<file path="src/rtl/ifld_pkg.sv">
`default_nettype none
// ---------------------------------------------------------------------------
// ifld_pkg
// Word types and opcode pattern constants for the instruction field and
// length decoder.
// ---------------------------------------------------------------------------
package ifld_pkg;

    typedef struct packed {
        logic [7:0] first_byte;
        logic [7:0] second_byte;
        logic [7:0] third_byte;
        logic [7:0] fourth_byte;
        logic [7:0] fifth_byte;
        logic [7:0] sixth_byte;
    } t_in_word;

    typedef struct packed {
        logic [7:0]  matched_opcode;
        logic        direction_bit;
        logic        word_bit;
        logic        sign_bit;
        logic [1:0]  mod_field;
        logic [2:0]  reg_field;
        logic [2:0]  rm_field;
        logic [15:0] displacement;
        logic [15:0] immediate;
        logic        direct_address;
        logic [2:0]  instr_length;
        logic        unrecognized;
    } t_out_word;

    // opcode masks, tried in this order
    localparam logic [7:0] MASK_FF = 8'hff;
    localparam logic [7:0] MASK_FE = 8'hfe;
    localparam logic [7:0] MASK_FC = 8'hfc;
    localparam logic [7:0] MASK_F0 = 8'hf0;

    // opcode patterns
    localparam logic [7:0] OP_JCC_LO   = 8'h70;
    localparam logic [7:0] OP_JCC_HI   = 8'h7f;
    localparam logic [7:0] OP_LOOP_LO  = 8'he0;
    localparam logic [7:0] OP_LOOP_HI  = 8'he3;
    localparam logic [7:0] OP_MOV_SR_F = 8'h8c;
    localparam logic [7:0] OP_MOV_SR_T = 8'h8e;
    localparam logic [7:0] OP_MOV_RM   = 8'h88;
    localparam logic [7:0] OP_ADD_RM   = 8'h00;
    localparam logic [7:0] OP_SUB_RM   = 8'h28;
    localparam logic [7:0] OP_CMP_RM   = 8'h38;
    localparam logic [7:0] OP_MOV_IMR  = 8'hb0;
    localparam logic [7:0] OP_MOV_AM_L = 8'ha0;
    localparam logic [7:0] OP_MOV_AM_S = 8'ha2;
    localparam logic [7:0] OP_CMP_AI   = 8'h3c;
    localparam logic [7:0] OP_SUB_AI   = 8'h2c;
    localparam logic [7:0] OP_ADD_AI   = 8'h04;
    localparam logic [7:0] OP_GRP_C6   = 8'hc6;
    localparam logic [7:0] OP_GRP_80   = 8'h80;

    // mod/rm codes
    localparam logic [1:0] MOD_MEM0  = 2'd0;
    localparam logic [1:0] MOD_MEM8  = 2'd1;
    localparam logic [1:0] MOD_MEM16 = 2'd2;
    localparam logic [2:0] RM_DIRECT = 3'd6;

endpackage
`default_nettype wire

</file>
<file path="src/rtl/ifld_stage.sv">
`default_nettype none
// ---------------------------------------------------------------------------
// ifld_stage
// One valid/stall register stage; takes a new word whenever it is empty or
// its word leaves in the same cycle.
// ---------------------------------------------------------------------------
module ifld_stage #(
    parameter int WIDTH = 48
) (
    input  wire logic             i_clk,
    input  wire logic             i_rst_n,
    input  wire logic             i_valid,
    input  wire logic [WIDTH-1:0] i_data,
    output logic                  o_stall,
    output logic                  o_valid,
    output logic [WIDTH-1:0]      o_data,
    input  wire logic             i_stall
);

    logic             r_valid;
    logic             n_valid;
    logic [WIDTH-1:0] r_data;

    assign o_stall = r_valid && i_stall;
    assign n_valid = o_stall ? 1'b1 : i_valid;
    assign o_valid = r_valid;
    assign o_data  = r_data;

    always_ff @(posedge i_clk) begin
        if (!i_rst_n) begin
            r_valid <= 1'b0;
        end else begin
            r_valid <= n_valid;
        end
    end

    always_ff @(posedge i_clk) begin
        if (i_valid && !o_stall) begin
            r_data <= i_data;
        end
    end

endmodule
`default_nettype wire

</file>
<file path="src/rtl/ifld_decode.sv">
`default_nettype none
// ---------------------------------------------------------------------------
// ifld_decode
// Combinational decode of one six-byte window: pattern match, field
// extraction, displacement, immediate and length.
// ---------------------------------------------------------------------------
module ifld_decode (
    input  wire ifld_pkg::t_in_word i_word,
    output ifld_pkg::t_out_word     o_result
);

    function automatic logic is_pattern(input logic [7:0] v);
        logic hit;
        hit = ((v >= ifld_pkg::OP_JCC_LO) && (v <= ifld_pkg::OP_JCC_HI))
           || ((v >= ifld_pkg::OP_LOOP_LO) && (v <= ifld_pkg::OP_LOOP_HI))
           || (v == ifld_pkg::OP_MOV_SR_F) || (v == ifld_pkg::OP_MOV_SR_T)
           || (v == ifld_pkg::OP_MOV_RM)   || (v == ifld_pkg::OP_ADD_RM)
           || (v == ifld_pkg::OP_SUB_RM)   || (v == ifld_pkg::OP_CMP_RM)
           || (v == ifld_pkg::OP_MOV_IMR)  || (v == ifld_pkg::OP_MOV_AM_L)
           || (v == ifld_pkg::OP_MOV_AM_S) || (v == ifld_pkg::OP_CMP_AI)
           || (v == ifld_pkg::OP_SUB_AI)   || (v == ifld_pkg::OP_ADD_AI)
           || (v == ifld_pkg::OP_GRP_C6)   || (v == ifld_pkg::OP_GRP_80);
        return hit;
    endfunction

    logic [7:0] op;
    logic [7:0] b1;
    logic [7:0] b2;
    logic [7:0] b3;
    logic [7:0] b4;
    logic [7:0] b5;
    logic [7:0] v_ff;
    logic [7:0] v_fe;
    logic [7:0] v_fc;
    logic [7:0] v_f0;
    logic [7:0] pat;
    logic       found;
    logic [1:0] m;
    logic [2:0] x;
    logic [1:0] nd;
    logic       two_imm;
    logic [7:0] imm_lo;
    logic [7:0] imm_hi;

    assign op = i_word.first_byte;
    assign b1 = i_word.second_byte;
    assign b2 = i_word.third_byte;
    assign b3 = i_word.fourth_byte;
    assign b4 = i_word.fifth_byte;
    assign b5 = i_word.sixth_byte;

    assign v_ff = op & ifld_pkg::MASK_FF;
    assign v_fe = op & ifld_pkg::MASK_FE;
    assign v_fc = op & ifld_pkg::MASK_FC;
    assign v_f0 = op & ifld_pkg::MASK_F0;

    assign m = b1[7:6];
    assign x = b1[2:0];

    // first mask in order that gives a known pattern wins
    always_comb begin
        found = 1'b1;
        if (is_pattern(v_ff)) begin
            pat = v_ff;
        end else if (is_pattern(v_fe)) begin
            pat = v_fe;
        end else if (is_pattern(v_fc)) begin
            pat = v_fc;
        end else if (is_pattern(v_f0)) begin
            pat = v_f0;
        end else begin
            pat   = 8'h00;
            found = 1'b0;
        end
    end

    // displacement bytes after the modrm byte
    always_comb begin
        case (m)
            ifld_pkg::MOD_MEM0:  nd = (x == ifld_pkg::RM_DIRECT) ? 2'd2 : 2'd0;
            ifld_pkg::MOD_MEM8:  nd = 2'd1;
            ifld_pkg::MOD_MEM16: nd = 2'd2;
            default:             nd = 2'd0;
        endcase
    end

    // group immediate sits right after the displacement
    always_comb begin
        case (nd)
            2'd1:    begin imm_lo = b3; imm_hi = b4; end
            2'd2:    begin imm_lo = b4; imm_hi = b5; end
            default: begin imm_lo = b2; imm_hi = b3; end
        endcase
    end

    always_comb begin
        two_imm  = 1'b0;
        o_result = '0;
        o_result.instr_length   = 3'd1;
        o_result.unrecognized   = !found;
        o_result.matched_opcode = pat;
        if (found) begin
            if (((pat >= ifld_pkg::OP_JCC_LO) && (pat <= ifld_pkg::OP_JCC_HI))
                || ((pat >= ifld_pkg::OP_LOOP_LO) && (pat <= ifld_pkg::OP_LOOP_HI))) begin
                o_result.immediate    = {8'h00, b1};
                o_result.instr_length = 3'd2;
            end else if ((pat == ifld_pkg::OP_MOV_SR_F)
                         || (pat == ifld_pkg::OP_MOV_SR_T)) begin
                o_result.reg_field    = {1'b0, b1[4:3]};
                o_result.mod_field    = m;
                o_result.rm_field     = x;
                o_result.instr_length = 3'd2 + {1'b0, nd};
            end else if ((pat == ifld_pkg::OP_MOV_RM) || (pat == ifld_pkg::OP_ADD_RM)
                         || (pat == ifld_pkg::OP_SUB_RM)
                         || (pat == ifld_pkg::OP_CMP_RM)) begin
                o_result.direction_bit = op[1];
                o_result.word_bit      = op[0];
                o_result.reg_field     = b1[5:3];
                o_result.mod_field     = m;
                o_result.rm_field      = x;
                o_result.instr_length  = 3'd2 + {1'b0, nd};
            end else if (pat == ifld_pkg::OP_MOV_IMR) begin
                o_result.word_bit     = op[3];
                o_result.reg_field    = op[2:0];
                o_result.immediate    = {(op[3] ? b2 : 8'h00), b1};
                o_result.instr_length = 3'd2 + {2'b00, op[3]};
            end else if ((pat == ifld_pkg::OP_MOV_AM_L)
                         || (pat == ifld_pkg::OP_MOV_AM_S)) begin
                o_result.word_bit     = op[0];
                o_result.displacement = {b2, b1};
                o_result.instr_length = 3'd3;
            end else if ((pat == ifld_pkg::OP_CMP_AI) || (pat == ifld_pkg::OP_SUB_AI)
                         || (pat == ifld_pkg::OP_ADD_AI)) begin
                o_result.word_bit     = op[0];
                o_result.immediate    = {(op[0] ? b2 : 8'h00), b1};
                o_result.instr_length = 3'd2 + {2'b00, op[0]};
            end else begin
                // immediate groups 80 and c6
                o_result.word_bit  = op[0];
                o_result.mod_field = m;
                o_result.rm_field  = x;
                if (pat == ifld_pkg::OP_GRP_80) begin
                    o_result.sign_bit  = op[1];
                    o_result.reg_field = b1[5:3];
                    two_imm            = op[0] && !op[1];
                end else begin
                    two_imm = op[0];
                end
                o_result.immediate    = {(two_imm ? imm_hi : 8'h00), imm_lo};
                o_result.instr_length = 3'd3 + {1'b0, nd} + {2'b00, two_imm};
            end

            // modrm forms share displacement and direct-address handling
            if ((pat == ifld_pkg::OP_MOV_SR_F) || (pat == ifld_pkg::OP_MOV_SR_T)
                || (pat == ifld_pkg::OP_MOV_RM) || (pat == ifld_pkg::OP_ADD_RM)
                || (pat == ifld_pkg::OP_SUB_RM) || (pat == ifld_pkg::OP_CMP_RM)
                || (pat == ifld_pkg::OP_GRP_80) || (pat == ifld_pkg::OP_GRP_C6)) begin
                o_result.displacement = {((nd == 2'd2) ? b3 : 8'h00),
                                         ((nd != 2'd0) ? b2 : 8'h00)};
                o_result.direct_address = (m == ifld_pkg::MOD_MEM0)
                                       && (x == ifld_pkg::RM_DIRECT);
            end
        end
    end

endmodule
`default_nettype wire

</file>
<file path="src/rtl/instr_field_length_decoder.sv">
`default_nettype none
// ---------------------------------------------------------------------------
// instr_field_length_decoder
// An accepted window is held in the input register, decoded in a single
// shallow pass and its result word loaded into the result register.
// Throughput: one word per cycle while the output is not stalled.
// Reset clears both stage valid flags; no other state is kept.
// ---------------------------------------------------------------------------
module instr_field_length_decoder (
    input  wire logic               i_clk,
    input  wire logic               i_rst_n,
    input  wire logic               i_in_valid,
    input  wire ifld_pkg::t_in_word i_in_data,
    output logic                    o_in_stall,
    output logic                    o_out_valid,
    output ifld_pkg::t_out_word     o_out_data,
    input  wire logic               i_out_stall
);

    localparam int IN_W  = $bits(ifld_pkg::t_in_word);
    localparam int OUT_W = $bits(ifld_pkg::t_out_word);

    logic                 in_valid_q;
    logic                 mid_stall;
    logic [IN_W-1:0]      in_vec_q;
    ifld_pkg::t_in_word   in_word_q;
    ifld_pkg::t_out_word  dec_result;
    logic [OUT_W-1:0]     out_vec;

    ifld_stage #(
        .WIDTH (IN_W)
    ) u_in_stage (
        .i_clk   (i_clk),
        .i_rst_n (i_rst_n),
        .i_valid (i_in_valid),
        .i_data  (IN_W'(i_in_data)),
        .o_stall (o_in_stall),
        .o_valid (in_valid_q),
        .o_data  (in_vec_q),
        .i_stall (mid_stall)
    );

    assign in_word_q = ifld_pkg::t_in_word'(in_vec_q);

    ifld_decode u_decode (
        .i_word   (in_word_q),
        .o_result (dec_result)
    );

    ifld_stage #(
        .WIDTH (OUT_W)
    ) u_out_stage (
        .i_clk   (i_clk),
        .i_rst_n (i_rst_n),
        .i_valid (in_valid_q),
        .i_data  (OUT_W'(dec_result)),
        .o_stall (mid_stall),
        .o_valid (o_out_valid),
        .o_data  (out_vec),
        .i_stall (i_out_stall)
    );

    assign o_out_data = ifld_pkg::t_out_word'(out_vec);

endmodule
`default_nettype wire

</file>
<file path="config.mk">
export PLATFORM = sky130hd
export DESIGN_NAME = instr_field_length_decoder
export DESIGN_NICKNAME = d
export VERILOG_FILES = /design/src/rtl/ifld_pkg.sv /design/src/rtl/ifld_stage.sv /design/src/rtl/ifld_decode.sv /design/src/rtl/instr_field_length_decoder.sv
export SDC_FILE = /design/constraint.sdc
export NUM_CORES = 1
export LEC_CHECK = 0
export BUFFER_PORTS_ARGS = -buffer_cell sky130_fd_sc_hd__buf_2
export CAP_MARGIN = 20
export CORE_AREA = 4 4 96 134
export CTS_CLUSTER_DIAMETER = 100
export DETAILED_ROUTE_END_ITERATION = 8
export DIE_AREA = 0 0 100 138
export GPL_ROUTABILITY_DRIVEN = 0
export PLACE_DENSITY = 0.73
export SLEW_MARGIN = 20
export SYNTH_ARGS = -nofsm -noshare
export SYNTH_HDL_FRONTEND = slang
export SYNTH_SLANG_ARGS = --single-unit
</file>
<file path="constraint.sdc">
create_clock -name i_clk -period 7.3 [get_ports i_clk]
set_clock_uncertainty 0.2 [all_clocks]
set_input_delay 0.73 -clock i_clk [delete_from_list [all_inputs] [get_ports i_clk]]
set_output_delay 0.73 -clock i_clk [all_outputs]
set_load 0.03 [all_outputs]
</file>
[Word level (Yosys, flattened, before mapping)]
Index checks and enable logic that the tools add are counted.
Word-level totals
  register bits after elaboration: 106
  input port bits: 52
  output and inout port bits: 58
  logic and storage cells: 247
Operators by class
  $add $sub $neg: 5
  magnitude comparators: 20
  equality and inequality tests: 57
  muxes and demuxes: 58
  bitwise operators: 2
  reductions and logical operators: 94
Operators by type and width (number)
  $eq A8 B8 Y1 const B: 16
  $mux W16: 6
  $mux W8: 12
  $eq A8 B6 Y1 const B: 8
  $mux W32: 2
  $mux W9: 7
  $logic_or A1 B1 Y1: 61
  $eq A7 B7 Y1 const B: 8
  $ge A8 B7 Y1 const B: 5
  $ge A8 B8 Y1 const B: 5
  $le A8 B7 Y1 const B: 5
  $le A8 B8 Y1 const B: 5
  $logic_not A8 Y1: 5
  $pmux W8 S2: 2
  $eq A6 B6 Y1 const B: 5
  $eq A7 B5 Y1 const B: 4
  $eq A6 B4 Y1 const B: 4
  $mux W3: 8
  $mux W19: 1
  $mux W1: 17
  $eq A8 B3 Y1 const B: 2
  $logic_and A1 B1 Y1: 16
  $eq A4 B4 Y1 const B: 3
  $reduce_or A4 Y1: 2
  other kinds (18): 27

[Logic depth before layout (Yosys ltp)]
  depth in word-level cells: 37
  mapped depth: 12
  gate-level depth less buffers: 10

[Hierarchy]
From an unflattened synthesis, not the netlist that was laid out.
Unflattened totals
  cells, all modules: 360
  area, all modules: 4794.6 um2
By module, submodules not included
  ifld_stage (u_out_stage): times used 1, cells each 60, area an instance 1724.2 um2, seq. area each 1701.6 um2
  ifld_decode: times used 1, cells each 248, area an instance 1586.5 um2, seq. area each 0.0 um2
  ifld_stage (u_in_stage): times used 1, cells each 52, area an instance 1483.9 um2, seq. area each 1461.4 um2

[Worst setup path before layout]
Ideal clock, no wire load.
  kind: input-to-reg
  start point: in i_out_stall
  end point: reg u_out_stage.r_data[0] (netlist: u_out_stage.o_data[0]), enable pin
  library setup time: 0.555 ns
  data arrival time: 4.799 ns
  required time: 6.545 ns
  setup slack: 1.745 ns
  cell stages on the path: 1
  path buffers: 0
  cells stage by stage: a21boi_0
On the way
  longest elaborated chain between the ends: 3
Ends and longest elaborated chain
  from (decl): line instr_field_length_decoder.sv:17  | input wire logic i_out_stall
  $logic_and A1 B1 Y1: line ifld_stage.sv:24  | assign o_stall = r_valid && i_stall;
  $logic_not A1 Y1: line ifld_stage.sv:38  | if (i_valid && !o_stall) begin
  $logic_and A1 B1 Y1: line ifld_stage.sv:38
  to (signal assigned): line ifld_stage.sv:39  | r_data <= i_data;
  to (decl): line ifld_stage.sv:22  | logic [WIDTH-1:0] r_data;
No other way between the ends.
A chain may end at the register's enable or synchronous reset.

[Worst setup path after layout]
  start point: reg u_in_stage.r_data[47] (netlist: u_in_stage.o_data[47])
  end point: reg u_out_stage.r_data[2] (netlist: u_out_stage.o_data[2]), data pin
On the way
  longest elaborated chain between the ends: 35
  elaborated cells between the ends (all ways): 164
  classes of those cells: add/sub: 1; order compare: 20; eq/ne: 51; mux: 22; reduce/logical: 70
Ends and longest elaborated chain
  from (decl): line ifld_stage.sv:22
  from (signal assigned): line ifld_stage.sv:39
  $ge A8 B7 Y1, or another cell as far along: line ifld_decode.sv:14  | hit = ((v >= ifld_pkg::OP_JCC_LO) && (v <= ifld_pkg::OP_JCC_HI))
  $logic_and A1 B1 Y1, on equally long branches: line ifld_decode.sv:14, ifld_decode.sv:15
  $logic_or A1 B1 Y1: line ifld_decode.sv:15  | || ((v >= ifld_pkg::OP_LOOP_LO) && (v <= ifld_pkg::OP_LOOP_HI))
  $logic_or A1 B1 Y1 (2 in a row): line ifld_decode.sv:16  | || (v == ifld_pkg::OP_MOV_SR_F) || (v == ifld_pkg::OP_MOV_SR_T)
  $logic_or A1 B1 Y1 (2 in a row): line ifld_decode.sv:17  | || (v == ifld_pkg::OP_MOV_RM) || (v == ifld_pkg::OP_ADD_RM)
  $logic_or A1 B1 Y1 (2 in a row): line ifld_decode.sv:18  | || (v == ifld_pkg::OP_SUB_RM) || (v == ifld_pkg::OP_CMP_RM)
  $logic_or A1 B1 Y1 (2 in a row): line ifld_decode.sv:19  | || (v == ifld_pkg::OP_MOV_IMR) || (v == ifld_pkg::OP_MOV_AM_L)
  $logic_or A1 B1 Y1 (2 in a row): line ifld_decode.sv:20  | || (v == ifld_pkg::OP_MOV_AM_S) || (v == ifld_pkg::OP_CMP_AI)
  (+14 left out)
  $mux W1: line ifld_decode.sv:102  | if (found) begin
  $add A3 B1 Y3: line ifld_decode.sv:150  | o_result.instr_length = 3'd3 + {1'b0, nd} + {2'b00, two_imm};
  $mux W3: line ifld_decode.sv:132  | end else if ((pat == ifld_pkg::OP_CMP_AI) || (pat == ifld_pkg::OP_SUB_AI)
  $mux W3: line ifld_decode.sv:127  | end else if ((pat == ifld_pkg::OP_MOV_AM_L)
  $mux W3: line ifld_decode.sv:122  | end else if (pat == ifld_pkg::OP_MOV_IMR) begin
  $mux W3: line ifld_decode.sv:113  | end else if ((pat == ifld_pkg::OP_MOV_RM) || (pat == ifld_pkg::OP_ADD_RM)
  $mux W3: line ifld_decode.sv:107  | end else if ((pat == ifld_pkg::OP_MOV_SR_F)
  $mux W2: line ifld_decode.sv:103  | if (((pat >= ifld_pkg::OP_JCC_LO) && (pat <= ifld_pkg::OP_JCC_HI))
Parallel ways exist; a longest one is shown, timed or not. The select of a mux whose other input is x is not followed.

==> flow_metrics.tcl <==
set metrics [dict create \
    ys_types 62 \
    ir_drop_mv 0.1235 \
    worst_setup_path_end_kind "register" \
    clockBufferDepth 2 \
    ys_top_cells_by_count "edfxtp_1 (104), nand2_1 (33), nor2_1 (28), a22oi_1 (24), o21ai_0 (23)" \
    drt-met1-wl_um 4539 \
    wl_per_cell_um 18.02 \
    grt_pass1_vias 3607 \
    post_cts_buffers 0 \
    tightest_slew_ns 0.9782 \
    cp.required_ns 7.21 \
    seq_area_frac_synth 0.6188 \
    ys_seq_elements 106 \
    start_kind "register" \
    die_area_sq_um 13800 \
    fp-row-count 47 \
    diodes 0 \
    chipWidth_um 100 \
    grt_max_degree 57 \
    nNetsFinal 553 \
    hold_viol 0 \
    grt_pass1_wl_um 18860 \
    die_h_um 138 \
    core_sq_um 11700 \
    dr_wl_met2_um 5882 \
    top_layer "met4" \
    synth_top_cell_by_area "edfxtp_1" \
    cap_violations 0 \
    maxSlewHeadroom 0.3479 \
    cts_made_buffers 9 \
    clk_latency_ns 0.35 \
    async_flop_share 0 \
    cp.arrival_ns 3.35 \
    viasPerCell 5.670 \
    drc 0 \
    setup_slack_ns 3.864 \
    fin_crit_sh 0.4707 \
    fin_area_sq_um 5973 \
    cts.sinks 106 \
    wirelength_um 11670 \
    num_vias 3674 \
    stdcell_count 648 \
    finalCriticalPeriod_ns 3.436 \
    cp_top_family "compound AO/OA/AOI/OAI gates" \
    syn_inst 404 \
    synth_top_area_frac 0.6110 \
    outcome "finished, final reports clean" \
    dp_cells 632 \
    grt_usage 0.1722 \
    setup_viol 0 \
    drive_gt1_frac 0.2954 \
    yosysMostFrequentCell "edfxtp_1" \
    antenna_found_initial 0 \
    max_freq_ghz 0.2911 \
    syn_nets 461 \
    ios 110 \
    place_area_sq_um 5692 \
    cts.repair.resized 0 \
    report.final.slew_viol_count 0 \
    synthFlopType "edfxtp_1" \
    critPathMaxStageDelay_ns 0.88 \
    cp_max_fo 28 \
    synth_area_leaders "edfxtp_1 (61%), a22oi_1 (3.5%), a22o_1 (3.1%), nand2_1 (2.4%), o21ai_0 (2.3%)" \
    cts.clk_slew.worst_paths_ns 0.07 \
    route.antenna.remaining_nets 0 \
    power_density_nw_per_um2 234.1 \
    synth_area_sq_um 5111 \
    syn_avg_cell_area_sq_um 12.65 \
    critPathSlowestCell "a311o_1" \
    overflow 0 \
    io_buffers 109 \
    clock-root-buffer "clkbuf_16" \
    dp_slack_ns 4.005 \
    drt-initial-drc-count 354 \
    cts_max_level 3 \
    drt_first_pass_iters 5 \
    start_util 0.4368 \
    syn_to_final_growth_pct 16.87 \
    path_buf_inv 0 \
    rsz0062_at_grt "false" \
    power.leakage_nw 2.220 \
    hp-class "register to register" \
    finalSetupTns_ns 0 \
    path_cells "nand3b_1, o31ai_1, a311o_1, nor2_2, o221a_2" \
    dp.final_hpwl_um 8552 \
    ys_warn_count 0 \
    synth_edf_count 104 \
    hold_buffers 0 \
    design_power_total_w 0.001399 \
    fillCellCount 1020 \
    crit_type "register to register" \
    met3_length_um 764 \
    cts_tree "yes" \
]
layout make-up:
class	count	area, sq um	area share
Tap cell	147	183.9	0.03079
Clock buffer	10	229.0	0.03833
Multi-Input combinational cell	255	1738	0.2910
Clock inverter	6	50.05	0.008379
Inverter	13	48.80	0.008169
Sequential cell	106	3163	0.5295
Timing Repair Buffer	111	560.5	0.09384
layer usage:
| layer | track usage | vias to the layer above |
|---|---|---|
| met5 | 0 | - |
| met4 | 0.08446 | 0 |
| met3 | 0.03528 | 43 |
| met2 | 0.2842 | 176 |
| met1 | 0.2134 | 1714 |
| li1 | - | 1741 |
sequential cells by signal, summed over array words and instances (netlist names):
signal / flops
u_in_stage.o_data: 48
u_in_stage.o_valid: 1
u_out_stage.o_valid: 1
u_out_stage.o_data: 56
tightest hold or removal path: stages, from the launching register on:
cell and delay (ns):
dfxtp_1 0.35, a21oi_1 0.05, nor2b_1 0.09
kinds of logic after synthesis:
| family | Yosys count | synth area share |
|---|---|---|
| and+or+nand+nor | 118 | 0.1195 |
| buffers and inverters | 43 | 0.04529 |
| AOI/OAI and AO/OA | 128 | 0.1968 |
| adders and majority gates | 5 | 0.01224 |
| xor gates and xnor gates | 2 | 0.003428 |
| muxes | 2 | 0.003917 |
| DFF | 106 | 0.6189 |
stage by stage:
step | hold slack, ns | util
2_1_floorplan | 0.2668 | -
3_3_place_gp | 0.2906 | 0.4864
3_5_place_dp | 0.3036 | 0.4864
4_1_cts | 0.3199 | 0.5102
5_1_grt | 0.3392 | 0.5104
6_report | 0.3207 | 0.5104
path summary, 6_finish.rpt:
| check | from | end | slack, ns | cells past startpoint |
|---|---|---|---|---|
| setup reg to reg | u_in_stage.o_data[47] | u_out_stage.o_data[2] | 3.86 | 5 |
| hold / removal | u_in_stage.o_valid | u_out_stage.o_valid | 0.32 | 2 |
| hold reg to reg | u_in_stage.o_valid | u_out_stage.o_valid | 0.32 | 2 |
| setup / recovery | u_in_stage.o_data[47] | u_out_stage.o_data[2] | 3.86 | 5 |
placed cells by master, fill, tap and decap left out, types with 3 or more instances in the layout:
master | synthesis | layout
clkinvlp_4 | 0 | 3
o31ai_1 | 10 | 10
a22oi_1 | 24 | 24
nor4b_1 | 3 | 3
nor3_1 | 5 | 5
buf_2 | 10 | 109
a21oi_1 | 17 | 17
nor2_1 | 28 | 27
o2111a_1 | 4 | 4
clkbuf_16 | 0 | 9
ha_1 | 5 | 5
a22o_1 | 18 | 18
a211o_1 | 4 | 4
edfxtp_1 | 104 | 104
nor2b_1 | 7 | 6
inv_1 | 13 | 13
or2_2 | 3 | 3
o21ai_0 | 23 | 23
and2_1 | 5 | 5
nand2_1 | 33 | 33
nand3_1 | 12 | 12
power by group:
part / internal, W / total, W / switching, W
Clock: 0.000235 / 0.000452 / 0.000217
Sequential: 0.000713 / 0.000743 / 0.0000298
Combinational: 0.0000701 / 0.000203 / 0.000133
Total: 0.00102 / 0.00140 / 0.000380
(Power assumes the default switching activity.)
